==> config.mk <==
export PLATFORM = sky130hd
export DESIGN_NAME = jhs_queue
export DESIGN_NICKNAME = d
export VERILOG_FILES = /design/src/hdl/jhs_pkg.sv /design/src/hdl/jhs_queue.sv
export SDC_FILE = /design/constraint.sdc
export NUM_CORES = 1
export LEC_CHECK = 0
export ABC_AREA = 1
export BUFFER_PORTS_ARGS = -buffer_cell sky130_fd_sc_hd__buf_2
export CORE_MARGIN = 3
export CORE_UTILIZATION = 50
export CTS_CLUSTER_DIAMETER = 30
export DETAILED_ROUTE_END_ITERATION = 16
export PLACE_DENSITY = 0.83
export SYNTH_ARGS = -nofsm -noshare
export SYNTH_HDL_FRONTEND = slang
export SYNTH_SLANG_ARGS = --single-unit
==> constraint.sdc <==
create_clock -name clock -period 2.4 [get_ports clock]
set_input_delay 0.12 -clock clock [delete_from_list [all_inputs] [get_ports clock]]
set_output_delay 0.12 -clock clock [all_outputs]
set_load 0.05 [all_outputs]
==> src/hdl/jhs_pkg.sv <==
// Shared types and constants for the Jacobi five-point stencil sweep.
// No dependencies; every other file imports this package.

package jhs_pkg;

   localparam int CELL_W       = 32;
   localparam int COLS_W       = 10;
   localparam int ROWS_W       = 16;
   localparam int CSR_IDX_W    = 2;
   localparam int DEF_MAX_COLS = 512;
   localparam int QUEUE_DEPTH  = 4;
   localparam int MIN_SIZE     = 3;
   localparam int FIRST_INNER  = 2;

   // register indexes on the csr channel
   localparam logic [CSR_IDX_W-1:0] CSR_GRID_COLUMNS = 2'd0;
   localparam logic [CSR_IDX_W-1:0] CSR_GRID_ROWS    = 2'd1;
   localparam logic [CSR_IDX_W-1:0] CSR_TOLERANCE    = 2'd2;

   localparam logic [COLS_W-1:0] RST_GRID_COLUMNS = 10'd500;
   localparam logic [ROWS_W-1:0] RST_GRID_ROWS    = 16'd500;
   localparam logic [CELL_W-1:0] RST_TOLERANCE    = 32'd17;

   typedef logic [CELL_W-1:0] cell_type;

   typedef struct packed {
      logic [COLS_W-1:0] grid_columns;
      logic [ROWS_W-1:0] grid_rows;
   } jhs_size_type;

   // one interior result on its way from front to back
   typedef struct packed {
      cell_type new_value;
      cell_type old_value;
      logic     sweep_done;
      logic     restart;
   } jhs_entry_type;

   typedef struct packed {
      logic full;
      logic empty;
   } jhs_qstat_type;

endpackage

==> src/hdl/jhs_queue.sv <==
// Short FIFO of interior results between front and back.
// Depends on jhs_pkg.

module jhs_queue (
   input  logic                   clock,
   input  logic                   reset,
   input  logic                   push,
   input  jhs_pkg::jhs_entry_type push_entry,
   input  logic                   pop,
   output jhs_pkg::jhs_entry_type head,
   output jhs_pkg::jhs_qstat_type stat
);
   import jhs_pkg::*;

   localparam int PW = (QUEUE_DEPTH > 1) ? $clog2(QUEUE_DEPTH) : 1;
   localparam int CW = $clog2(QUEUE_DEPTH + 1);

   jhs_entry_type slots_ff [QUEUE_DEPTH];
   logic [PW-1:0] wr_ff, wr_in, rd_ff, rd_in;
   logic [CW-1:0] count_ff, count_in;

   always_comb begin
      stat.full  = count_ff == CW'(QUEUE_DEPTH);
      stat.empty = count_ff == '0;
      head       = slots_ff[rd_ff];

      wr_in    = wr_ff;
      rd_in    = rd_ff;
      count_in = count_ff;
      if (push) begin
         wr_in = (wr_ff == PW'(QUEUE_DEPTH - 1)) ? '0 : wr_ff + PW'(1);
      end
      if (pop) begin
         rd_in = (rd_ff == PW'(QUEUE_DEPTH - 1)) ? '0 : rd_ff + PW'(1);
      end
      if (push && !pop) begin
         count_in = count_ff + CW'(1);
      end else if (pop && !push) begin
         count_in = count_ff - CW'(1);
      end
   end

   always_ff @(posedge clock) begin
      if (reset) begin
         wr_ff    <= '0;
         rd_ff    <= '0;
         count_ff <= '0;
      end else begin
         wr_ff    <= wr_in;
         rd_ff    <= rd_in;
         count_ff <= count_in;
      end
   end

   always_ff @(posedge clock) begin
      if (push) begin
         slots_ff[wr_ff] <= push_entry;
      end
   end

endmodule

# Yosys cells after proc, flatten, opt, wreduce, memory -nomap -nowiden
# Memory sizes are Yosys's and may differ from the RTL's. A register that Yosys moved wholly into a read port is not among the register bits.
# Cells that the tools add are included.
[classes]
addsub = 4
eq_ne = 3
muxes = 8
n_reduce_logical = 6
[ops]
columns = ["operator", "count"]
rows = [
  ["$mux 2", 4],
  ["$mux 3", 2],
  ["$add 2x1->2 const B", 2],
  ["$eq 2x2->1 const B", 2],
  ["$add 3x1->3 const B", 1],
  ["$eq 3x3->1 const B", 1],
  ["$logic_not 3->1", 1],
  ["$sub 3x1->3 const B", 1],
  ["$logic_and 1x1->1", 2],
  ["$logic_not 1->1", 2],
  ["$mux 1", 2],
  ["$reduce_bool 2->1", 1],
]
[word_totals]
ff_bits = 7
ram_bits = 264
input_bits = 70
out_inout_bits = 68
elab_cells = 25
n_memories = 1
[mem_list]
columns = ["name", "depth", "width", "rd", "rd_clocked_by_memory_dff", "wr", "line_no", "source"]
rows = [
  ["slots_ff", 4, 66, 1, 1, 1, "jhs_queue.sv:18", "jhs_entry_type slots_ff [QUEUE_DEPTH];"],
]

# Longest topological paths before layout
# Gate-level depths: netlist of the first run.
[logic_depth]
depth_word = 4
ltp_mapped = 10
mapped_depth_nobuf = 10

# Worst setup path after synthesis of the first run
# Ideal clock, no wire load.
[synth_timing]
path_type = "register to register"
startpoint = "reg wr_ff[0]"
endpoint = "mem slots_ff[3][0] in the netlist's numbering (enable)"
setup_time_ns = 0.420
arrival_time_ns = 1.873
t_required_ns = 1.980
slack_ns = 0.107
stages_incl_launch_ff = 4
path_buffers = 0
period_less_slack_ns = 2.293
cell_sequence = "dfxtp_1 ha_1 nand2_1 inv_1"
[synth_lines]
columns = ["item", "line_no", "source"]
rows = [
  ["start: declaration", "jhs_queue.sv:19", "logic [PW-1:0] wr_ff, wr_in, rd_ff, rd_in;"],
  ["start signal: assignment", "jhs_queue.sv:49", "wr_ff <= wr_in;"],
  ["end: declaration", "jhs_queue.sv:18", ""],
]
# No word-level cell before the write port.

==> impl_metrics.tcl, run 1 <==
set metrics [dict create \
    syn_avg_cell_area_sq_um 15.55 \
    grt_max_degree 133 \
    drt_iter0_drc 556 \
    yosysSeqAreaShare_pct 74.80 \
    fin_area_sq_mm 0.01403 \
    final_cells 1236 \
    timing.final.crit_share_pct 93.61 \
    die-area_sq_mm 0.02348 \
    clk_pin_slew_ns 0.05 \
    cts_resized 0 \
    grt_usage_pct 19.16 \
    clock_latency_ns 0.53 \
    reg2reg_depth 5 \
    finalSetupViolations 0 \
    placedInstanceArea_sq_mm 0.01183 \
    vias_per_cell 5.405 \
    drc 0 \
    worstPathArrival_ns 2.13 \
    layout_common_cells "edfxtp_1, buf_2, o21ai_0" \
    synth_cell_types 26 \
    finalNetCount 1000 \
    worst_pin_slew_ns 0.5653 \
    finalWirelength_mm 22.94 \
    start_kind "register" \
    cap_violations 0 \
    max-vdd-ir-drop_uv 626.6 \
    relSlewSlack_pct 62.32 \
    grt_pass1_wl_mm 35.56 \
    syn-instance-count 697 \
    min-delay-path-class "in -> reg" \
    p_leak_nw 5.013 \
    antenna_found_initial 1 \
    worstPathRequired_ns 2.28 \
    cts_hold_buf 69 \
    drive_gt1_share_pct 33.65 \
    outcome "finished clean" \
    synth_edf_count 264 \
    port_buffers 137 \
    setup_slack_ns 0.1534 \
    gr-total-overflow 0 \
    die_w_um 153.2 \
    fin_crit_ns 2.247 \
    route.antenna.remaining_nets 0 \
    rows 53 \
    dp_hpwl_mm 12.31 \
    numCtsBuffers 45 \
    cts_buffer_depth 3 \
    final_util_pct 66.32 \
    yosys_warnings 0 \
    via_count 6681 \
    p_per_area_mw_per_mm2 966.4 \
    ios 138 \
    dp.cells 1082 \
    cts-root-buf "clkbuf_16" \
    fillCellCount 1391 \
    die_y_um 153.2 \
    core_sq_mm 0.02115 \
    syn_area_sq_mm 0.01084 \
    critPathMaxFanout 132 \
    ff2ff_setup_slack_ns 0.67 \
    syn_to_final_growth_pct 29.42 \
    max_clock_freq_mhz 445.1 \
    postCtsSetupRepairBufs 0 \
    worstSetupPathType "reg -> out" \
    synth_nets 774 \
    synthArstFlopShare_pct 0 \
    fin_tns_setup_ns 0 \
    cts.sinks 273 \
    cts_tree "done" \
    dr.pass1.iters 4 \
    hold_viol 0 \
    drv_slew 0 \
    synth-main-ff-cell "edfxtp_1" \
    rsz0062_at_grt "false" \
    endpoint_kind "primary output" \
    min_delay_path_depth 2 \
    grt_pass1_vias 6726 \
    dp_slack_ns 0.6834 \
    wl_per_cell_um 18.56 \
    synth_seq_cells 273 \
    htree_levels 2 \
    final_common_cell "edfxtp_1" \
    fin_worst_skew_ns 0.01994 \
    initial_core_util_pct 51.24 \
    gp_congestion 0.7828 \
]
## path summary, 6_finish.rpt
path                                startpoint               to
worst min register to register     count_ff[1]      count_ff[1]
worst max-delay path                  register         head[54]
worst min-delay path            push_entry[18]  slots_ff[2][18]
worst max register to register        wr_ff[0]  slots_ff[0][35]
## layout make-up
type / instances / area [sq um] / area share [%]
Antenna cell: 1 / 2.502 / 0.01784
Clock buffer: 48 / 1137 / 8.107
Clock inverter: 36 / 367.9 / 2.622
Inverter: 16 / 70.07 / 0.4995
Multi-Input combinational cell: 366 / 2375 / 16.93
Sequential cell: 273 / 8113 / 57.83
Tap cell: 275 / 344.1 / 2.453
Timing Repair Buffer: 221 / 1619 / 11.54
## worst max-delay path, cell delays in order (launching register included)
cell,delay (ns)
dfxtp_4,0.38
buf_12,0.40
o21ai_0,0.23
o22ai_2,0.20
buf_2,0.29
## state kept, by name, summed over array words and instances, names as in the netlist, named ones only
| register | count |
|---|---|
| count_ff | 3 |
| rd_ff | 2 |
| slots_ff | 264 |
| wr_ff | 2 |
## report_power, final
group,internal [mW],total (mW),switching [mW]
Sequential,5.45,5.52,0.0670
Clock,4.02,6.25,2.23
Combinational,0.497,1.79,1.29
## synth_stat cells (3+ instances only)
cell type,number,area (sq um)
nor3_1,4,20.02
buf_12,5,100.1
ha_1,6,75.07
nor2_1,94,352.8
edfxtp_1,264,7928
a21oi_1,3,15.01
nand2_1,8,30.03
inv_1,14,52.55
nor2_4,40,450.4
o21ai_1,10,50.05
o21ai_0,121,605.6
clkbuf_1,22,82.58
dfxtp_1,9,180.2
o22ai_2,40,500.5
buf_2,9,45.04
o22ai_1,26,162.7
buf_6,5,56.30
o21ai_2,4,35.03
nor2_2,6,37.54
## per-layer routing
layer / vias to the layer above / track usage, % / routed length, um
met2: 275 / 32.00 / 11450
li1: 3094 / - / -
met3: 54 / 4.615 / 1648
met4: 0 / 7.255 / 637
met5: - / 0 / 0
met1: 3258 / 24.49 / 9207
## cells by family (layout without fill, tap and decap cells)
kind of cell / count (synthesis) / in the layout / share of synthesized area [%]
adders and majority gates: 7 / 7 / 0.8773
AOI/OAI and AO/OA: 204 / 204 / 12.63
other: 0 / 1 / 0
and+or+nand+nor: 154 / 154 / 8.323
xor gates and xnor gates: 1 / 1 / 0.08082
DFF: 273 / 273 / 74.80
buffers and inverters: 58 / 321 / 3.290
## stage by stage
stage,total power [mW],hold slack (ns)
2_1_floorplan,6.841,0.1924
3_3_place_gp,7.266,0.3327
3_5_place_dp,7.306,0.3349
4_1_cts,13.64,0.3277
5_1_grt,14.02,0.3444
6_report,13.56,0.3479
(Power assumes the default switching activity.)
==> inputs of run 2 (changes only) <==
Settings changed: CORE_UTILIZATION 50 to 35, PLACE_DENSITY 0.83 to 0.65.
==> run 2 against run 1 <==
  * Die area grew 41%
  * Flip-flop and latch count is the same
  * First-iteration DRC count shrank 37%
  * Routed wire length shrank 1.3%
  * Critical path type unchanged
  * Largest power group unchanged
  * Highest routed layer unchanged
==> impl_metrics.tcl, run 2 (synthesis gave the netlist of run 1 again) <==
set metrics [dict create \
    die-area_sq_mm 0.03312 \
    worstPathRequired_ns 2.28 \
    cts.sinks 273 \
    finalSetupViolations 0 \
    p_per_area_mw_per_mm2 978.1 \
    regMostFlops "slots_ff" \
    syn_to_final_growth_pct 32.09 \
    grt_max_degree 119 \
    fin_tns_setup_ns 0 \
    initial_core_util_pct 36.00 \
    die_y_um 182.0 \
    dp_slack_ns 0.5967 \
    via_count 6519 \
    fillCellCount 2584 \
    setup_slack_ns 0.09547 \
    fin_worst_skew_ns 0.01339 \
    min-delay-path-class "in -> reg" \
    vias_per_cell 4.793 \
    worstPathArrival_ns 2.18 \
    max-vdd-ir-drop_uv 663.9 \
    htree_levels 2 \
    final_util_pct 47.55 \
    max_clock_freq_mhz 433.9 \
    timing.final.crit_share_pct 96.02 \
    drt_iter0_drc 353 \
    p_leak_nw 5.096 \
    die_w_um 182.0 \
    wl_per_cell_um 16.65 \
    finalWirelength_mm 22.64 \
    outcome "finished clean" \
    worstSetupPathType "reg -> out" \
    start_kind "register" \
    layout_common_cells "edfxtp_1, buf_2, o21ai_0" \
    crit_family "buffers and inverters" \
    cpPeakStageDelay_ns 0.41 \
    finalNetCount 1006 \
    holdWs_ns 0.3461 \
    grt_usage_pct 13.30 \
    largest_reg_flops 264 \
    cp_slowest_cell "dfxtp_4" \
    antenna_found_initial 1 \
    grt_pass1_vias 6638 \
    cts-root-buf "clkbuf_16" \
    port_buffers 137 \
    grt_pass1_wl_mm 35.39 \
    relSlewSlack_pct 60.01 \
    endpoint_kind "primary output" \
    worst_pin_slew_ns 0.5998 \
    core_sq_mm 0.03011 \
    hold_viol 0 \
    clock_latency_ns 0.52 \
    ios 138 \
    cts_tree "done" \
    crit_chain "inv_6 -> buf_16 -> o21ai_0 -> o22ai_2 -> buf_2" \
    rsz0062_at_grt "false" \
    reg_top3 "slots_ff (264), count_ff (3)" \
    postCtsSetupRepairBufs 0 \
    fin_crit_ns 2.305 \
    route.antenna.remaining_nets 0 \
    dr.pass1.iters 4 \
    cap_violations 0 \
    dp_hpwl_mm 12.40 \
    gp_congestion 0.6835 \
    critPathMaxFanout 54 \
    drive_gt1_share_pct 34.57 \
    rows 63 \
    cts_buffer_depth 3 \
    drv_slew 0 \
    gr-total-overflow 0 \
    final_common_cell "edfxtp_1" \
    drc 0 \
    clk_pin_slew_ns 0.05 \
    crit_buf_inv 3 \
    numCtsBuffers 51 \
]
-- run 2: changes by cell type in the layout (fill, tap and decap cells not counted), sizes merged --
cell and delta:
clkinv +4, buf -6, clkinvlp +1, bufinv -1, clkbuf +13, inv -2
-- run 2: path summary, 6_finish.rpt --
kind | slack, ns | cells after the start | startpoint | to
min | 0.35 | 2 | push_entry[30] | slots_ff[0][30]
max | 0.1 | 5 | register | head[12]
min reg2reg | 0.52 | 2 | rd_ff[0] | register
max reg2reg | 0.79 | 4 | wr_ff[0] | slots_ff[3][50]
-- run 2: layer usage --
layer	GRT usage, %	up-vias	part of all wire, %
met5	0	-	0
met4	4.509	0	2.0
met3	3.065	38	5.0
met2	22.62	166	50
met1	16.78	3208	43
li1	-	3107	-
-- run 2: repair_timing --
item	in CTS	in global routing
resized for setup	0	10
endpoints found under the hold margin	273	0
setup endpoints to repair	0	14
hold buffers	69	0
-- run 2: final cells by class --
cell class | count | area (sq um) | share of cell area [%]
sequential | 273 | 8113 | 56.66
multi-input combinational | 366 | 2375 | 16.59
timing repair buffer | 221 | 1599 | 11.17
clock buffer | 55 | 1334 | 9.316
tap | 390 | 488.0 | 3.408
clock inverter | 38 | 336.6 | 2.351
inverter | 16 | 70.07 | 0.4894
antenna | 1 | 2.502 | 0.01748
-- run 2: power by group --
part	switching [mW]	total, mW	internal, mW
Clock	2.27	6.71	4.44
Combinational	1.27	1.77	0.493
Sequential	0.0634	5.52	5.46
-- run 2: stage by stage --
| stage | std cells | cell area, sq um | power, mW |
|---|---|---|---|
| 6_report | 1360 | 14320 | 14.00 |
| 5_1_grt | 1359 | 14320 | 14.51 |
| 4_1_cts | 1359 | 14280 | 14.15 |
| 3_5_place_dp | 1197 | 11920 | 7.291 |
| 3_3_place_gp | 1197 | 11920 | 7.260 |
| 2_1_floorplan | 697 | 10840 | 6.841 |
==> inputs of run 3 (changes only) <==
Settings changed: PLACE_DENSITY 0.65 to 0.53.
==> run 3 against run 2 <==
  * Maximum frequency is 1.8% higher
  * Sequential power hardly changed
  * Critical path type unchanged
  * Critical path depth did not move
  * Critical endpoint is now head[59]
  * Largest power group unchanged
  * Clock skew is 0.0010 ns higher
  * Hold slack worse by 0.020 ns
  * First-iteration DRC count down 27%
  * Clock power increased by 18%
  * Via count rose by 1.8%
==> impl_metrics.tcl, run 3 (synthesis gave the netlist of run 1 again) <==
set metrics [dict create \
    outcome "finished clean" \
    die_w_um 182.0 \
    route.antenna.remaining_nets 0 \
    hold_viol 0 \
    r2r_end "slots_ff[0][20]" \
    ff2ff_setup_slack_ns 0.69 \
    wl_per_cell_um 18.06 \
    timing.final.crit_share_pct 94.29 \
    hold_path_end "slots_ff[3][27]" \
    reg2reg_depth 5 \
    postCtsSetupRepairBufs 0 \
    pwr-share-seq_pct 36.1 \
    grt_pass1_wl_mm 38.18 \
    final_cells 1387 \
    cts-root-buf "clkbuf_16" \
    antenna_found_initial 0 \
    ios 138 \
    gr-max-usage-layer "met2" \
    worstSetupPathType "reg -> out" \
    cts_tree "done" \
    netSwitchingFraction_pct 25.04 \
    via_count 6637 \
    critPathMaxFanout 36 \
    die-area_sq_mm 0.03312 \
    fillCellCount 2624 \
    finalNetCount 1025 \
    drt_iter0_drc 258 \
    finalWirelength_mm 25.05 \
    switchingPower_mw 3.826 \
    min-delay-start "push_entry[27]" \
    fin_worst_skew_ns 0.01443 \
    final_util_pct 49.15 \
    grt_pass1_vias 6928 \
    fin_tns_setup_ns 0 \
    drc 0 \
    worstPathArrival_ns 2.14 \
    grt_max_degree 133 \
    drive_gt1_share_pct 35.51 \
    final_common_cell "edfxtp_1" \
    reg_top3 "slots_ff (264), count_ff (3)" \
    numCtsBuffers 59 \
    gp_congestion 0.6772 \
    port_buffers 137 \
    dr.pass1.iters 4 \
    dp.cells 1206 \
    placedInstanceArea_sq_mm 0.01206 \
    fin_area_sq_mm 0.01480 \
    die_y_um 182.0 \
    regMostFlops "slots_ff" \
    min-delay-path-class "in -> reg" \
    dp_hpwl_mm 13.73 \
    finalSetupViolations 0 \
    met2_usage_pct 23.76 \
    cts.sinks 273 \
    p_per_area_mw_per_mm2 1032 \
    largest_reg_flops 264 \
    cap_violations 0 \
    cts_buffer_depth 3 \
    internal-power_mw 11.45 \
    rsz0062_at_grt "false" \
    grt_use_met1_pct 19.13 \
    rows 63 \
    endpoint_kind "primary output" \
    max_clock_freq_mhz 441.9 \
    relSlewSlack_pct 70.11 \
    worstPathRequired_ns 2.28 \
    pwr-share-comb_pct 12.0 \
    max-vdd-ir-drop_uv 601.2 \
    layout_common_cells "edfxtp_1, buf_2, o21ai_0" \
    core_sq_mm 0.03011 \
    gr-total-overflow 0 \
    fin_crit_ns 2.263 \
    start_kind "register" \
    p_leak_nw 5.310 \
    clk_pin_slew_ns 0.05 \
    initial_core_util_pct 36.00 \
    drv_slew 0 \
    rr_startpoint "wr_ff[0]" \
    htree_levels 2 \
    syn_to_final_growth_pct 36.55 \
    min_delay_path_depth 2 \
    met3_usage_pct 3.325 \
    antenna_cells 0 \
    vias_per_cell 4.785 \
    grt_usage_pct 14.49 \
    worst_pin_slew_ns 0.4478 \
    clock_latency_ns 0.55 \
    pwr-share-clk_pct 51.9 \
]
==> run 3: routing by layer <==
layer  part of all wire, %  up-vias  wire length, um
li1                      -     3155                -
met1                    45     3288            11250
met2                    48      168            12090
met3                   5.4       26             1345
met4                   1.5        0              366
met5                     0        -                0
==> run 3: final cells by class <==
type | count | area [sq um] | share of cell area [%]
clock buffer | 66 | 1524 | 10.30
clock inverter | 44 | 479.2 | 3.238
sequential | 273 | 8113 | 54.81
timing repair buffer | 232 | 1749 | 11.82
inverter | 16 | 72.57 | 0.4903
multi-input combinational | 366 | 2375 | 16.05
tap | 390 | 488.0 | 3.297
==> run 3: stage by stage <==
| step | setup slack [ns] | total power, mW | hold WS, ns |
|---|---|---|---|
| after floorplan | 0.1074 | 6.841 | 0.1924 |
| after global placement | 0.6109 | 7.327 | 0.3364 |
| after detailed placement | 0.6182 | 7.341 | 0.3381 |
| after CTS | 0.01613 | 15.45 | 0.2846 |
| after global routing | 0.01964 | 15.85 | 0.3085 |
| final | 0.1370 | 15.28 | 0.3264 |
==> run 3: critical path, stage by stage, from the launching register on <==
cell and delay [ns]:
dfxtp_4 0.38, inv_8 0.27, buf_12 0.26, nor2_2 0.04, o22ai_1 0.29, buf_2 0.33
==> run 3: how the worst max path moves through the flow <==
stage | to | slack [ns] | cells past startpoint
finish | head[59] | 0.14 | 5
global route | head[26] | 0.02 | 5
CTS | head[47] | 0.02 | 4
detailed placement | head[47] | 0.62 | 4
global placement | head[59] | 0.61 | 4
floorplan | slots_ff[3][0] | 0.11 | 3
==> run 3: power groups by stage <==
stage | combinational, mW | clock [mW] | sequential (mW)
final | 1.83 | 7.93 | 5.52
after detailed placement | 1.74 | 0 | 5.60
after floorplan | 1.24 | 0 | 5.60
after CTS | 1.84 | 8.10 | 5.52
after global routing | 1.96 | 8.36 | 5.53
after global placement | 1.73 | 0 | 5.60
==> run 3: repair_timing <==
| action | in CTS | in global routing |
|---|---|---|
| endpoints found under the hold margin | 273 | 0 |
| resized for setup | 0 | 2 |
| setup endpoints to repair | 0 | 12 |
| hold buffers | 70 | 0 |
