[config.mk]
export PLATFORM = sky130hd
export DESIGN_NAME = jhs_back_flat
export DESIGN_NICKNAME = d
export VERILOG_FILES = /design/src/hdl/jhs_pkg.sv /design/src/hdl/jhs_ifs.sv /design/src/hdl/jhs_back.sv /design/src/flat_wrapper.sv
export SDC_FILE = /design/constraint.sdc
export NUM_CORES = 1
export LEC_CHECK = 0
export BUFFER_PORTS_ARGS = -buffer_cell sky130_fd_sc_hd__buf_2
export CAP_MARGIN = 20
export CELL_PAD_IN_SITES_DETAIL_PLACEMENT = 1
export CELL_PAD_IN_SITES_GLOBAL_PLACEMENT = 2
export CORE_ASPECT_RATIO = 0.5
export CORE_UTILIZATION = 40
export CTS_CLUSTER_SIZE = 8
export DETAILED_ROUTE_END_ITERATION = 8
export PLACE_DENSITY_LB_ADDON = 0.15
export SYNTH_ARGS = -nofsm -noshare
export SYNTH_HDL_FRONTEND = slang
export SYNTH_SLANG_ARGS = --single-unit
export TNS_END_PERCENT = 20
[constraint.sdc]
create_clock -name clock -period 9.3 [get_ports clock]
set_input_delay 1.86 -clock clock [delete_from_list [all_inputs] [get_ports clock]]
set_output_delay 1.86 -clock clock [all_outputs]
set_load 0.02 [all_outputs]
[src/hdl/jhs_pkg.sv]
// Shared types and constants for the Jacobi five-point stencil sweep.
// No dependencies; every other file imports this package.

package jhs_pkg;

   localparam int CELL_W       = 32;
   localparam int COLS_W       = 10;
   localparam int ROWS_W       = 16;
   localparam int CSR_IDX_W    = 2;
   localparam int DEF_MAX_COLS = 512;
   localparam int QUEUE_DEPTH  = 4;
   localparam int MIN_SIZE     = 3;
   localparam int FIRST_INNER  = 2;

   // register indexes on the csr channel
   localparam logic [CSR_IDX_W-1:0] CSR_GRID_COLUMNS = 2'd0;
   localparam logic [CSR_IDX_W-1:0] CSR_GRID_ROWS    = 2'd1;
   localparam logic [CSR_IDX_W-1:0] CSR_TOLERANCE    = 2'd2;

   localparam logic [COLS_W-1:0] RST_GRID_COLUMNS = 10'd500;
   localparam logic [ROWS_W-1:0] RST_GRID_ROWS    = 16'd500;
   localparam logic [CELL_W-1:0] RST_TOLERANCE    = 32'd17;

   typedef logic [CELL_W-1:0] cell_type;

   typedef struct packed {
      logic [COLS_W-1:0] grid_columns;
      logic [ROWS_W-1:0] grid_rows;
   } jhs_size_type;

   // one interior result on its way from front to back
   typedef struct packed {
      cell_type new_value;
      cell_type old_value;
      logic     sweep_done;
      logic     restart;
   } jhs_entry_type;

   typedef struct packed {
      logic full;
      logic empty;
   } jhs_qstat_type;

endpackage

[src/hdl/jhs_ifs.sv]


interface jhs_rsp_if;
   import jhs_pkg::*;
   logic     valid;
   logic     ready;
   cell_type new_value;
   logic     sweep_done;
   cell_type max_change;
   logic     converged;
   modport source (output valid, output new_value, output sweep_done,
                   output max_change, output converged, input ready);
   modport sink (input valid, input new_value, input sweep_done,
                 input max_change, input converged, output ready);
endinterface


[src/hdl/jhs_back.sv]
// Back end: absolute change, running maximum over the sweep and the result register.
// Depends on jhs_pkg and jhs_rsp_if.

module jhs_back (
   input  logic                   clock,
   input  logic                   reset,
   input  jhs_pkg::cell_type      tolerance,
   input  jhs_pkg::jhs_entry_type head,
   input  jhs_pkg::jhs_qstat_type stat,
   output logic                   pop,
   jhs_rsp_if.source              rsp
);
   import jhs_pkg::*;

   logic     s1_valid_ff, s1_done_ff, s1_restart_ff;
   cell_type s1_diff_ff, s1_value_ff;
   logic     out_valid_ff, out_done_ff, out_conv_ff;
   cell_type out_value_ff, out_max_ff;
   cell_type max_ff;

   logic     s1_load, s2_load, advance;
   cell_type diff, max_base, max_new;

   always_comb begin
      s2_load  = !out_valid_ff || rsp.ready;
      s1_load  = !s1_valid_ff || s2_load;
      pop      = !stat.empty && s1_load;
      advance  = s1_valid_ff && s2_load;
      diff     = (head.new_value >= head.old_value) ? head.new_value - head.old_value
                                                    : head.old_value - head.new_value;
      max_base = s1_restart_ff ? '0 : max_ff;
      max_new  = (s1_diff_ff > max_base) ? s1_diff_ff : max_base;
   end

   always_ff @(posedge clock) begin
      if (reset) begin
         s1_valid_ff  <= 1'b0;
         out_valid_ff <= 1'b0;
         max_ff       <= '0;
      end else begin
         if (s1_load) begin
            s1_valid_ff <= pop;
         end
         if (s2_load) begin
            out_valid_ff <= s1_valid_ff;
         end
         if (advance) begin
            max_ff <= max_new;
         end
      end
   end

   always_ff @(posedge clock) begin
      if (pop) begin
         s1_diff_ff    <= diff;
         s1_value_ff   <= head.new_value;
         s1_done_ff    <= head.sweep_done;
         s1_restart_ff <= head.restart;
      end
      if (advance) begin
         out_value_ff <= s1_value_ff;
         out_done_ff  <= s1_done_ff;
         out_max_ff   <= s1_done_ff ? max_new : '0;
         out_conv_ff  <= s1_done_ff && (max_new < tolerance);
      end
   end

   assign rsp.valid      = out_valid_ff;
   assign rsp.new_value  = out_value_ff;
   assign rsp.sweep_done = out_done_ff;
   assign rsp.max_change = out_max_ff;
   assign rsp.converged  = out_conv_ff;

endmodule

[src/flat_wrapper.sv]
// flat-port wrapper written by rule: the top's interface ports become plain ports
module jhs_back_flat import jhs_pkg::*;
  (clock, reset, tolerance, head, stat, pop, rsp_valid, rsp_new_value, rsp_sweep_done, rsp_max_change, rsp_converged, rsp_ready);
  jhs_rsp_if rsp_i ();
  input  logic clock;
  input  logic reset;
  input  jhs_pkg::cell_type tolerance;
  input  jhs_pkg::jhs_entry_type head;
  input  jhs_pkg::jhs_qstat_type stat;
  output logic pop;
  output wire logic [$bits(rsp_i.valid)-1:0] rsp_valid;
  output wire logic [$bits(rsp_i.new_value)-1:0] rsp_new_value;
  output wire logic [$bits(rsp_i.sweep_done)-1:0] rsp_sweep_done;
  output wire logic [$bits(rsp_i.max_change)-1:0] rsp_max_change;
  output wire logic [$bits(rsp_i.converged)-1:0] rsp_converged;
  input wire logic [$bits(rsp_i.ready)-1:0] rsp_ready;
  assign rsp_valid = rsp_i.valid;
  assign rsp_new_value = rsp_i.new_value;
  assign rsp_sweep_done = rsp_i.sweep_done;
  assign rsp_max_change = rsp_i.max_change;
  assign rsp_converged = rsp_i.converged;
  assign rsp_i.ready = rsp_ready;
  jhs_back u_core (.clock(clock), .reset(reset), .tolerance(tolerance), .head(head), .stat(stat), .pop(pop), .rsp(rsp_i));
endmodule
## Word-level counts from Yosys, hierarchy flattened

Cells that the tools add are included.

- Bits in registers: 166
- Output and inout port bits: 68

- Reductions and logical operators: 8
- Muxes and demuxes: 3
- Order comparisons: 3
- Add/sub/neg operators: 2

Operator list:

| cell | count |
|---|---|
| 2-to-1 mux 32 bit | 3 |
| subtractor 32 bit | 2 |
| greater-or-equal comparator 32 bit | 1 |
| > comparator 32 bit | 1 |
| less-than comparator 32 bit | 1 |
| logical AND 1 bit | 3 |
| zero test 1 bit | 3 |
| logical OR 1 bit | 2 |

## Depth between registers and ports, before layout

Gate-level depths: netlist of run 1.

- Depth after elaboration: 5
- Depth in mapped cells: 21
- Mapped depth without buffers: 18

## Least setup slack after synthesis of run 1

Ideal clock, no wire load.

- Kind: in2out
- Start point: input rsp_ready
- End point: output pop
- Stages: 2
- Data required time: 7.440 ns
- Path slack: 1.990 ns
- Arrival: 5.450 ns
- Cell sequence: nor2b_1 > a21oi_1

- Longest elaborated chain between the ends: 3

Ends and longest elaborated chain:

| element | line | RTL |
|---|---|---|
| start: declaration | flat_wrapper.sv:16 | `input wire logic [$bits(rsp_i.ready)-1:0] rsp_ready;` |
| logical OR 1 bit | jhs_back.sv:25 | `s2_load = !out_valid_ff \|\| rsp.ready;` |
| logical OR 1 bit | jhs_back.sv:26 | `s1_load = !s1_valid_ff \|\| s2_load;` |
| logical AND 1 bit | jhs_back.sv:27 | `pop = !stat.empty && s1_load;` |
| end: declaration | flat_wrapper.sv:10 | `output logic pop;` |

No other way between the ends.

## Final worst setup path of run 1

- Start point: register u_core.s1_restart_ff
- End point: register u_core.out_conv_ff (netlist: u_core.rsp.converged) (data pin)

- Longest elaborated chain between the ends: 5

Ends and longest elaborated chain:

| element | line | RTL |
|---|---|---|
| start: declaration | jhs_back.sv:15 | `logic s1_valid_ff, s1_done_ff, s1_restart_ff;` |
| start signal: assignment | jhs_back.sv:58 | `s1_restart_ff <= head.restart;` |
| 2-to-1 mux 32 bit (*) | jhs_back.sv:31 | `max_base = s1_restart_ff ? '0 : max_ff;` |
| > comparator 32 bit | jhs_back.sv:32 | `max_new = (s1_diff_ff > max_base) ? s1_diff_ff : max_base;` |
| 2-to-1 mux 32 bit (*) | jhs_back.sv:32 |  |
| via u_core.max_new[26] | jhs_back.sv:22 | `cell_type diff, max_base, max_new;` |
| less-than comparator 32 bit (*) | jhs_back.sv:64 | `out_conv_ff <= s1_done_ff && (max_new < tolerance);` |
| logical AND 1 bit (*) | jhs_back.sv:64 |  |
| end signal: assignment | jhs_back.sv:64 |  |
| end: declaration | jhs_back.sv:17 | `logic out_valid_ff, out_done_ff, out_conv_ff;` |

The timed path passes the listed nets; every way through them passes the cells marked *.
A chain may end at the register's enable or synchronous reset.

==> results of run 1 <==
-- stage by stage --
step	worst slack [ns]	util [%]
floorplan	1.99	-
global route	2.52	47.3
CTS	2.88	47.3
finish	2.95	47.3
global placement	3.10	45.0
detailed placement	2.94	45.0
-- final cells by class --
type,count,share of cell area [%]
clock buffer,20,3.47
multi-input combinational,801,45.6
tap,382,3.63
inverter,138,3.93
clock inverter,12,1.41
timing repair buffer,174,6.68
sequential,166,35.2
-- placed cells by master (no fill, tap or decap), drive strengths merged, types with 26 or more instances in the layout --
cell type / instances
and2: 34
dfxtp: 34
o21ai: 88
a21o: 40
buf: 174
ha: 126
nand2: 43
nor2: 36
inv: 143
mux2i: 42
a21oi: 96
edfxtp: 132
nand4b: 31
nand2b: 66
nand4: 26
-- cells by family (layout without fill, tap and decap cells) --
family	after synthesis	in the layout	synth area share [%]
AO/OA/AOI/OAI	310	310	16.9
XOR/XNOR	30	30	2.30
adder cells (fa/ha/maj)	128	128	14.1
flip-flops	166	166	40.6
buffers and inverters	193	344	7.01
multiplexers	48	48	4.34
AND/OR/NAND/NOR	285	285	14.7
-- power groups by stage --
stage | sequential (mW) | combinational [mW] | clock (mW)
after floorplan | 0.949 | 0.443 | 0
final | 0.930 | 0.674 | 0.793
after global routing | 0.938 | 0.747 | 0.832
after global placement | 0.942 | 0.648 | 0
after CTS | 0.930 | 0.674 | 0.811
after detailed placement | 0.946 | 0.669 | 0
-- Yosys cell counts (3+ instances only) --
library cell  instances
a2111oi_0             5
a211oi_1              9
o211ai_1             10
o21ai_0              81
nand3_1               6
nor2_1               35
a31oi_1               5
and2_1               34
a21oi_1              96
ha_1                126
dfxtp_1              34
xor2_1               12
nand4b_1             31
o31a_1                3
xnor2_1              18
nand2b_1             66
edfxtp_1            132
inv_1               138
and3_1                4
nor2b_1               9
o21a_1               11
buf_6                 3
nor4_1                3
buf_4                 5
buf_2                19
mux2i_1              42
mux2_2                3
a21boi_0              3
o31ai_1               3
or3_1                 5
nor3_1               11
clkbuf_1             27
nand4_1              25
a21o_1               40
nand2_1              43
or2_2                 3
o21bai_1             14
o21ai_1               7
-- sequential cells by signal, summed over array words and instances (netlist names) --
register,cells
u_core.rsp.max_change,32
u_core.s1_restart_ff,1
u_core.s1_valid_ff,1
u_core.rsp.new_value,32
u_core.rsp.sweep_done,1
u_core.s1_value_ff,32
u_core.rsp.valid,1
u_core.rsp.converged,1
u_core.s1_done_ff,1
u_core.max_ff,32
u_core.s1_diff_ff,32
-- layer usage --
layer / wire (um) / global-route usage [%]
met2: 14200 / 35.3
met3: 1060 / 3.46
met1: 17600 / 34.5
met4: 235 / 5.14
met5: 0 / 0
-- worst min path at each step --
| stage | from | to | cells past startpoint |
|---|---|---|---|
| 2_1_floorplan | u_core.s1_value_ff[0] | u_core.rsp.new_value[0] | 0 |
| 3_3_place_gp | u_core.s1_value_ff[2] | u_core.rsp.new_value[2] | 0 |
| 3_5_place_dp | u_core.s1_value_ff[25] | u_core.rsp.new_value[25] | 0 |
| 4_1_cts | u_core.s1_value_ff[14] | u_core.rsp.new_value[14] | 0 |
| 5_1_grt | u_core.s1_value_ff[28] | u_core.rsp.new_value[28] | 0 |
| 6_report | u_core.s1_value_ff[8] | u_core.rsp.new_value[8] | 0 |
-- critical path: stages, from the launching register on --
cell       delay, ns
edfxtp_1        0.80
nand2b_1        0.35
ha_1            0.32
nand4_1         0.12
or3_1           0.40
o21bai_1        0.17
a41o_1          0.27
a21oi_4         0.46
buf_4           0.66
mux2i_1         0.30
ha_1            0.38
nand4_1         0.12
nor2_1          0.13
nand3_1         0.14
or3_1           0.43
a2111oi_0       0.55
and3_1          0.26
nor2b_1         0.14
a2111oi_0       0.06
==> flow_summary_export.csv, run 1 <==
group,metric,value,unit
die,fp.coreArea,0.0279,sq mm
sta,finalHoldViolCount,0,
sta,setup_violations,0,
place,dp_hpwl,25500,um
detailed_routing,wirelength,33100,um
cells_and_area,regArea,0.00464,sq mm
worst_setup_path,crit_end,"u_core.rsp.converged",
logic_synthesis,synth-main-ff-cell,"edfxtp_1",
place,dpl_cell_area,0.0125,sq mm
logic_synthesis,synth_top_area_cell,"edfxtp_1",
cts,numCtsBuffers,17,
power,leakagePower,5.86,nW
logic_synthesis,synthArstFlopShare,0,%
outcome,status,"finished, final reports clean",
detailed_routing,viasPerCell,5.37,
power,p_switching,0.784,mW
logic_synthesis,yosys_warnings,0,
detailed_routing,first_pass_iters,4,
cts,cts_root_buf,"clkbuf_16",
sta,rsz0062_at_grt,"false",
worst_setup_path,worstSetupEndpointType,"register",
cts,clock-sinks,166,
cells_and_area,fin_area,0.0132,sq mm
worst_setup_path,crit_path_start,"u_core.s1_restart_ff",
detailed_routing,drc_errors,0,
die,die_h,122,um
power,power_density,182,mW/mm^2
power,ir_drop,0.146,mV
worst_setup_path,rr_worst_depth,18,
job,cap_violations,0,
worst_setup_path,r2r-start,"u_core.s1_restart_ff",
die,die_w,241,um
cts,tritoncts,"built",
cts,clock_latency,0.45,ns
worst_setup_path,r2r_end,"u_core.rsp.converged",
die,start_util,41.0,%
detailed_routing,routedWlPerCell,19.6,um
logic_synthesis,synth_area_leaders,"edfxtp_1 (35%), ha_1 (14%), dfxtp_1 (6.0%)",
worst_setup_path,crit_fanout,50,
sta,worst_slew_pin_slew,1.05,ns
sta,fin_setup_tns,0,ns
cts,cts-resized-gates,0,
sta,fin_skew,0.0121,ns
detailed_routing,num_vias,9089,
worst_setup_path,start_kind,"register",
logic_synthesis,syn-cell-area,0.0114,sq mm
place,place_inst,1660,
global_route,track_usage,23.2,%
sta,maxSlewViolCount,0,
logic_synthesis,synth.top_cell.area_share,34.7,%
sta,max_freq,157,MHz
sta,post-route-period-util,68.3,%
logic_synthesis,syn_nets,1391,
cts,clkSlewWorstSetupHoldPaths,0.07,ns
cells_and_area,layout-drive-gt1-share,17.2,%
sta,whs,0.421,ns
sta,period_minus_slack,6.35,ns
detailed_routing,ant_nets,0,
cts,post_cts_buffers,0,
cells_and_area,multiInputGateArea,0.00602,sq mm
cells_and_area,area_delta_synth_final,15.4,%
die,ios,171,
power,p_int,1.61,mW
worst_setup_path,rrSetupSlack,2.95,ns
logic_synthesis,avgSynthCellArea,9.85,sq um
logic_synthesis,synth-seq-cells,166,
logic_synthesis,synth_edf_count,132,
place,place_congestion,0.829,
cells_and_area,fin_cells,1693,
logic_synthesis,yosys.cell_types.count,67,
power,power,2.40,mW
cells_and_area,fill_cells,3193,
power,combPwrFrac,28.1,%
place,io_buffers,169,
cts,hold_buffers,0,
worst_setup_path,critPathRequiredTime,9.50,ns
global_route,grt_pass1_vias,9224,
cts,cts_buffer_depth,2,
global_route,grt_max_degree,77,
power,swShare,32.7,%
logic_synthesis,syn_inst,1160,
sta,relSlewSlack,30.0,%
global_route,antenna_found_initial,1,
logic_synthesis,ys_seq_area_share,40.6,%
worst_setup_path,worstSetupPathType,"register to register",
min_path,hold_class,"register to register",
cells_and_area,n_antenna_cell,0,
detailed_routing,drtIter0Drc,461,
die,design.die.area,0.0293,sq mm
global_route,grt_remaining_overflow,0,
die,fp-row-count,43,
worst_setup_path,cp_data_arrival_time,6.55,ns
cts,cts.htree.levels,4,
global_route,grt_pass1_wl,51300,um
power,pwr-share-seq,38.8,%
power,p_clk_share,33.1,%
cells_and_area,nets,1529,
Power figures use the tool's default switching activity.
==> inputs of run 2 (changes only) <==
--- a/config.mk
+++ b/config.mk
@@ -10,7 +10,7 @@
 export CELL_PAD_IN_SITES_DETAIL_PLACEMENT = 1
 export CELL_PAD_IN_SITES_GLOBAL_PLACEMENT = 2
 export CORE_ASPECT_RATIO = 0.5
-export CORE_UTILIZATION = 40
+export CORE_UTILIZATION = 37
 export CTS_CLUSTER_SIZE = 8
 export DETAILED_ROUTE_END_ITERATION = 8
 export PLACE_DENSITY_LB_ADDON = 0.15
==> constraint.sdc (replaced) <==
create_clock -name clock -period 6.4 [get_ports clock]
set_input_delay 1.28 -clock clock [delete_from_list [all_inputs] [get_ports clock]]
set_output_delay 1.28 -clock clock [all_outputs]
set_load 0.02 [all_outputs]
==> flow_summary_export.csv, run 2 (synthesized netlist as in run 1, its figures left out) <==
group,metric,value,unit
sta,finalWorstSetupSlack,0.898,ns
worst_setup_path,rr_worst_depth,17,
cts,cts_root_buf,"clkbuf_16",
sta,setup_violations,0,
power,power_density,255,mW/mm^2
cts,clock_latency,0.45,ns
sta,worst_slew_pin_slew,1.07,ns
detailed_routing,first_pass_iters,5,
die,fp-row-count,45,
die,fp.coreArea,0.0303,sq mm
global_route,antenna_found_initial,3,
detailed_routing,num_vias,9071,
cells_and_area,area_delta_synth_final,15.3,%
worst_setup_path,cp_data_arrival_time,5.70,ns
min_path,min_to,"u_core.rsp.new_value[27]",
cells_and_area,final_common_cell,"buf_2",
detailed_routing,viasPerCell,5.28,
sta,post-route-period-util,86.0,%
cts,numCtsBuffers,17,
global_route,grt_max_degree,66,
sta,period_minus_slack,5.50,ns
cts,cts-resized-gates,0,
sta,max_freq,182,MHz
detailed_routing,wirelength,33300,um
cells_and_area,fin_area,0.0132,sq mm
sta,relSlewSlack,28.4,%
worst_setup_path,crit_fanout,18,
cts,cts.htree.levels,4,
worst_setup_path,critPathRequiredTime,6.59,ns
cells_and_area,layout-drive-gt1-share,17.7,%
die,ios,171,
place,io_buffers,169,
power,ir_drop,0.192,mV
place,dp_hpwl,26100,um
sta,rsz0062_at_grt,"false",
cts,clkSlewWorstSetupHoldPaths,0.07,ns
detailed_routing,ant_nets,0,
sta,finalHoldViolCount,0,
die,die_w,251,um
place,place_congestion,0.892,
cells_and_area,mostFrequentLayoutCells,"buf_2 (169), inv_1 (138), edfxtp_1 (132), ha_1 (126), a21oi_1 (94)",
die,start_util,37.6,%
global_route,grt_remaining_overflow,0,
global_route,grt_pass1_vias,9292,
worst_setup_path,worstSetupEndpointType,"register",
power,power,3.36,mW
worst_setup_path,rrSetupSlack,0.90,ns
cts,tritoncts,"built",
cts,clock-sinks,166,
detailed_routing,drc_errors,0,
detailed_routing,routedWlPerCell,19.4,um
outcome,status,"finished, final reports clean",
worst_setup_path,r2r_end,"u_core.rsp.converged",
cts,hold_buffers,0,
min_path,hp-start,"u_core.s1_value_ff[27]",
die,die_h,126,um
cells_and_area,nets,1535,
sta,maxSlewViolCount,0,
detailed_routing,drtIter0Drc,404,
sta,fin_setup_tns,0,ns
global_route,grt_pass1_wl,52400,um
worst_setup_path,r2r-start,"u_core.s1_restart_ff",
power,leakagePower,5.85,nW
job,cap_violations,0,
cts,post_cts_buffers,0,
worst_setup_path,worstSetupPathType,"register to register",
min_path,hold_class,"register to register",
worst_setup_path,start_kind,"register",
global_route,track_usage,21.7,%
die,design.die.area,0.0316,sq mm
min_path,whs_path_depth,0,
place,dpl_cell_area,0.0126,sq mm
cts,cts_buffer_depth,2,
place,place_ws,0.821,ns
sta,fin_skew,0.0110,ns
run 2: cell count changes in the layout (fill, tap and decap cells not counted), sizes merged:
| cell | before | now |
|---|---|---|
| bufinv | 4 | 0 |
| diode | 0 | 1 |
| clkinv | 3 | 6 |
| clkinvlp | 0 | 1 |
| inv | 143 | 144 |
| buf | 174 | 180 |
| clkbuf | 20 | 19 |
run 2: area by class of cell:
| class | instances | area, sq um |
|---|---|---|
| antenna | 1 | 2.50 |
| clock buffer | 19 | 453 |
| clock inverter | 13 | 114 |
| fill | 3471 | 17200 |
| inverter | 138 | 518 |
| multi-input combinational | 801 | 6010 |
| sequential | 166 | 4640 |
| tap | 399 | 499 |
| timing repair buffer | 180 | 928 |
run 2: routing by layer:
layer	global-route usage [%]	share of wire, %	vias up
li1	-	-	4451
met5	0	0	-
met1	32.1	54	4443
met2	32.1	42	152
met4	5.02	1.0	0
met3	4.73	3.9	25
run 2: where the power goes:
group / internal [mW] / switching, mW / total (mW)
logic: 0.380 / 0.610 / 0.990
clock network: 0.529 / 0.487 / 1.02
registers: 1.29 / 0.0640 / 1.35
total: 2.19 / 1.16 / 3.36
run 2: metrics by stage:
| step | util, % | hold WS [ns] | cells |
|---|---|---|---|
| 2_1_floorplan | - | 0.400 | 1160 |
| 3_3_place_gp | 41.5 | 0.402 | 1684 |
| 3_5_place_dp | 41.5 | 0.406 | 1684 |
| 4_1_cts | 43.4 | 0.415 | 1716 |
| 5_1_grt | 43.4 | 0.423 | 1717 |
| 6_report | 43.4 | 0.412 | 1717 |
run 2: critical path, stage by stage, from the launching register on:
cell and delay [ns]:
edfxtp_1 0.61, nand2b_1 0.27, ha_1 0.31, nand4_1 0.14, or3_1 0.41, o21bai_1 0.16
a41o_1 0.27, a21oi_4 0.56, mux2i_1 0.26, ha_1 0.35, nand4_1 0.17, nor2_1 0.14
nand3_1 0.13, or3_1 0.43, a2111oi_0 0.59, and3_1 0.26, nor2b_1 0.12, a2111oi_0 0.06
run 2: how the worst max path moves through the flow:
stage	from	to	slack [ns]
3_3_place_gp	u_core.s1_restart_ff	u_core.rsp.converged	1.03
3_5_place_dp	u_core.s1_restart_ff	u_core.rsp.converged	0.82
6_report	u_core.s1_restart_ff	u_core.rsp.converged	0.90
4_1_cts	u_core.s1_restart_ff	u_core.rsp.converged	0.81
5_1_grt	u_core.s1_restart_ff	u_core.rsp.converged	0.42
2_1_floorplan	rsp_ready	pop	0.25
==> inputs of run 3 (changes only) <==
--- a/config.mk
+++ b/config.mk
@@ -5,12 +5,13 @@
 export SDC_FILE = /design/constraint.sdc
 export NUM_CORES = 1
 export LEC_CHECK = 0
+export ABC_AREA = 1
 export BUFFER_PORTS_ARGS = -buffer_cell sky130_fd_sc_hd__buf_2
 export CAP_MARGIN = 20
 export CELL_PAD_IN_SITES_DETAIL_PLACEMENT = 1
 export CELL_PAD_IN_SITES_GLOBAL_PLACEMENT = 2
 export CORE_ASPECT_RATIO = 0.5
-export CORE_UTILIZATION = 37
+export CORE_UTILIZATION = 34
 export CTS_CLUSTER_SIZE = 8
 export DETAILED_ROUTE_END_ITERATION = 8
 export PLACE_DENSITY_LB_ADDON = 0.15
==> flow_summary_export.csv, run 3 <==
group,metric,value,unit
place,io_buffers,169,
place,dpl_cell_area,0.0129,sq mm
cells_and_area,nets,1832,
sta,max_freq,205,MHz
die,die_h,132,um
cells_and_area,regArea,0.00464,sq mm
cts,tritoncts,"built",
sta,relSlewSlack,38.0,%
worst_setup_path,crit_fanout,62,
cts,cts_root_buf,"clkbuf_16",
die,die_w,263,um
sta,worst_slew_pin_slew,0.928,ns
sta,finalHoldViolCount,0,
logic_synthesis,muxShareOfSynthArea,0.606,%
die,fp.coreArea,0.0333,sq mm
global_route,grt_pass1_vias,10514,
logic_synthesis,ys_seq_area_share,40.2,%
cts,cts.htree.levels,4,
cells_and_area,fin_area,0.0135,sq mm
sta,rsz0062_at_grt,"false",
die,design.die.area,0.0348,sq mm
logic_synthesis,synth_edf_count,132,
cts,hold_buffers,0,
cells_and_area,n_antenna_cell,0,
detailed_routing,wirelength,37800,um
logic_synthesis,yosys_warnings,0,
logic_synthesis,synth_top_family_by_area,"simple AND/OR/NAND/NOR gates",
logic_synthesis,synthArstFlopShare,0,%
worst_setup_path,start_kind,"register",
min_path,hold_class,"register to register",
sta,maxSlewViolCount,0,
detailed_routing,num_vias,10177,
global_route,grt_remaining_overflow,0,
cells_and_area,fin_cells,2055,
cts,clock-sinks,166,
global_route,grt_pass1_wl,59000,um
logic_synthesis,synth.most_common_cell,"inv_1",
cts,cts_buffer_depth,2,
detailed_routing,routedWlPerCell,18.4,um
place,dp_hpwl,30100,um
logic_synthesis,yosys.cell_types.count,51,
place,place_ws,1.45,ns
worst_setup_path,cp_data_arrival_time,5.20,ns
global_route,antenna_found_initial,0,
cts,numCtsBuffers,17,
worst_setup_path,worstSetupPathType,"register to register",
worst_setup_path,rr_worst_depth,21,
cts,clock_latency,0.47,ns
cells_and_area,area_delta_synth_final,17.0,%
logic_synthesis,synth_area_leaders,"edfxtp_1 (34%), ha_1 (14%), inv_1 (9.4%)",
power,power,3.55,mW
cells_and_area,layout-drive-gt1-share,14.9,%
logic_synthesis,synth_fa_ha_area_share,14.0,%
place,place_inst,2023,
logic_synthesis,syn_nets,1667,
job,cap_violations,0,
logic_synthesis,avgSynthCellArea,8.05,sq um
cts,clkSlewWorstSetupHoldPaths,0.08,ns
die,fp-row-count,47,
cells_and_area,fill_cells,4080,
detailed_routing,first_pass_iters,4,
place,place_congestion,0.853,
worst_setup_path,r2r-start,"u_core.s1_restart_ff",
cells_and_area,fin_util,40.6,%
die,ios,171,
sta,post-route-period-util,76.4,%
logic_synthesis,synth-compound-area-share,15.7,%
logic_synthesis,yosys.area_share.simple,16.1,%
min_path,whs_path_depth,0,
power,power_density,263,mW/mm^2
worst_setup_path,r2r_end,"u_core.rsp.converged",
outcome,status,"finished, final reports clean",
power,leakagePower,6.53,nW
worst_setup_path,crit_path_start,"u_core.s1_restart_ff",
worst_setup_path,critPathRequiredTime,6.71,ns
detailed_routing,ant_nets,0,
worst_setup_path,worstSetupEndpointType,"register",
logic_synthesis,synth-main-ff-cell,"edfxtp_1",
global_route,track_usage,22.2,%
worst_setup_path,crit_end,"u_core.rsp.converged",
logic_synthesis,syn_inst,1436,
sta,whs,0.415,ns
sta,fin_setup_tns,0,ns
detailed_routing,drtIter0Drc,530,
global_route,grt_max_degree,66,
cts,cts-resized-gates,0,
detailed_routing,viasPerCell,4.95,
cells_and_area,final_common_cell,"inv_1",
logic_synthesis,ys_top_cells_by_count,"inv_1 (290), nand2_1 (212), nor2_1 (160)",
sta,fin_skew,0.0178,ns
sta,finalWorstSetupSlack,1.51,ns
sta,period_minus_slack,4.89,ns
worst_setup_path,rrSetupSlack,1.51,ns
power,ir_drop,0.199,mV
die,start_util,34.7,%
cells_and_area,mostFrequentLayoutCells,"inv_1 (288), nand2_1 (212), buf_2 (169), nor2_1 (160), a21oi_1 (140)",
cts,post_cts_buffers,0,
logic_synthesis,synth_xor_area_share,2.42,%
logic_synthesis,synth_top_area_cell,"edfxtp_1",
logic_synthesis,synth.top_cell.area_share,34.3,%
sta,setup_violations,0,
logic_synthesis,synth-seq-cells,166,
detailed_routing,drc_errors,0,
logic_synthesis,syn-cell-area,0.0116,sq mm
cells_and_area,multiInputGateArea,0.00564,sq mm
run 3: cell type report:
| type | instances | share of cell area, % |
|---|---|---|
| clock buffer | 19 | 3.43 |
| tap | 441 | 4.08 |
| multi-input combinational | 939 | 41.7 |
| timing repair buffer | 179 | 6.81 |
| sequential | 166 | 34.4 |
| inverter | 298 | 8.31 |
| clock inverter | 13 | 1.31 |
run 3: cells by family after synthesis:
kind of cell    Yosys count
xor+xnor                 32
compound gates          319
mux                       7
flops                   166
fa+ha+maj               128
buf+inv                 331
simple gates            453
run 3: where the power goes:
group	internal, mW	switching, mW
clock network	0.630	0.530
logic	0.340	0.708
registers	1.29	0.0563
total	2.26	1.29
run 3: worst min path at each step:
stage	startpoint	endpoint	slack (ns)
floorplan	u_core.s1_value_ff[0]	u_core.rsp.new_value[0]	0.40
finish	u_core.s1_value_ff[19]	u_core.rsp.new_value[19]	0.41
global route	u_core.s1_value_ff[5]	u_core.rsp.new_value[5]	0.42
global placement	u_core.s1_value_ff[0]	u_core.rsp.new_value[0]	0.40
detailed placement	u_core.s1_value_ff[30]	u_core.rsp.new_value[30]	0.41
CTS	u_core.s1_value_ff[19]	u_core.rsp.new_value[19]	0.42
run 3: critical path, cell delays in order (launching register included):
cell and delay [ns]:
edfxtp_1 0.40, clkinv_1 0.06, buf_4 0.51, nand2_1 0.14, ha_1 0.34, nand2_1 0.08
nor2_1 0.15, nand2_1 0.11, nor2_1 0.19, nand2_1 0.07, nand2_1 0.07, nand2_1 0.54
buf_4 0.43, o21ai_0 0.51, ha_1 0.36, a21oi_1 0.13, nor2_1 0.05, a211oi_1 0.17
nand2_1 0.09, nand2_1 0.06, nand2_1 0.08, a21oi_1 0.18
run 3: per-layer routing:
layer,routed length [um],track usage (%)
met2,16500,34.6
met5,0,0
met3,1590,4.30
met1,19400,32.0
met4,285,4.25
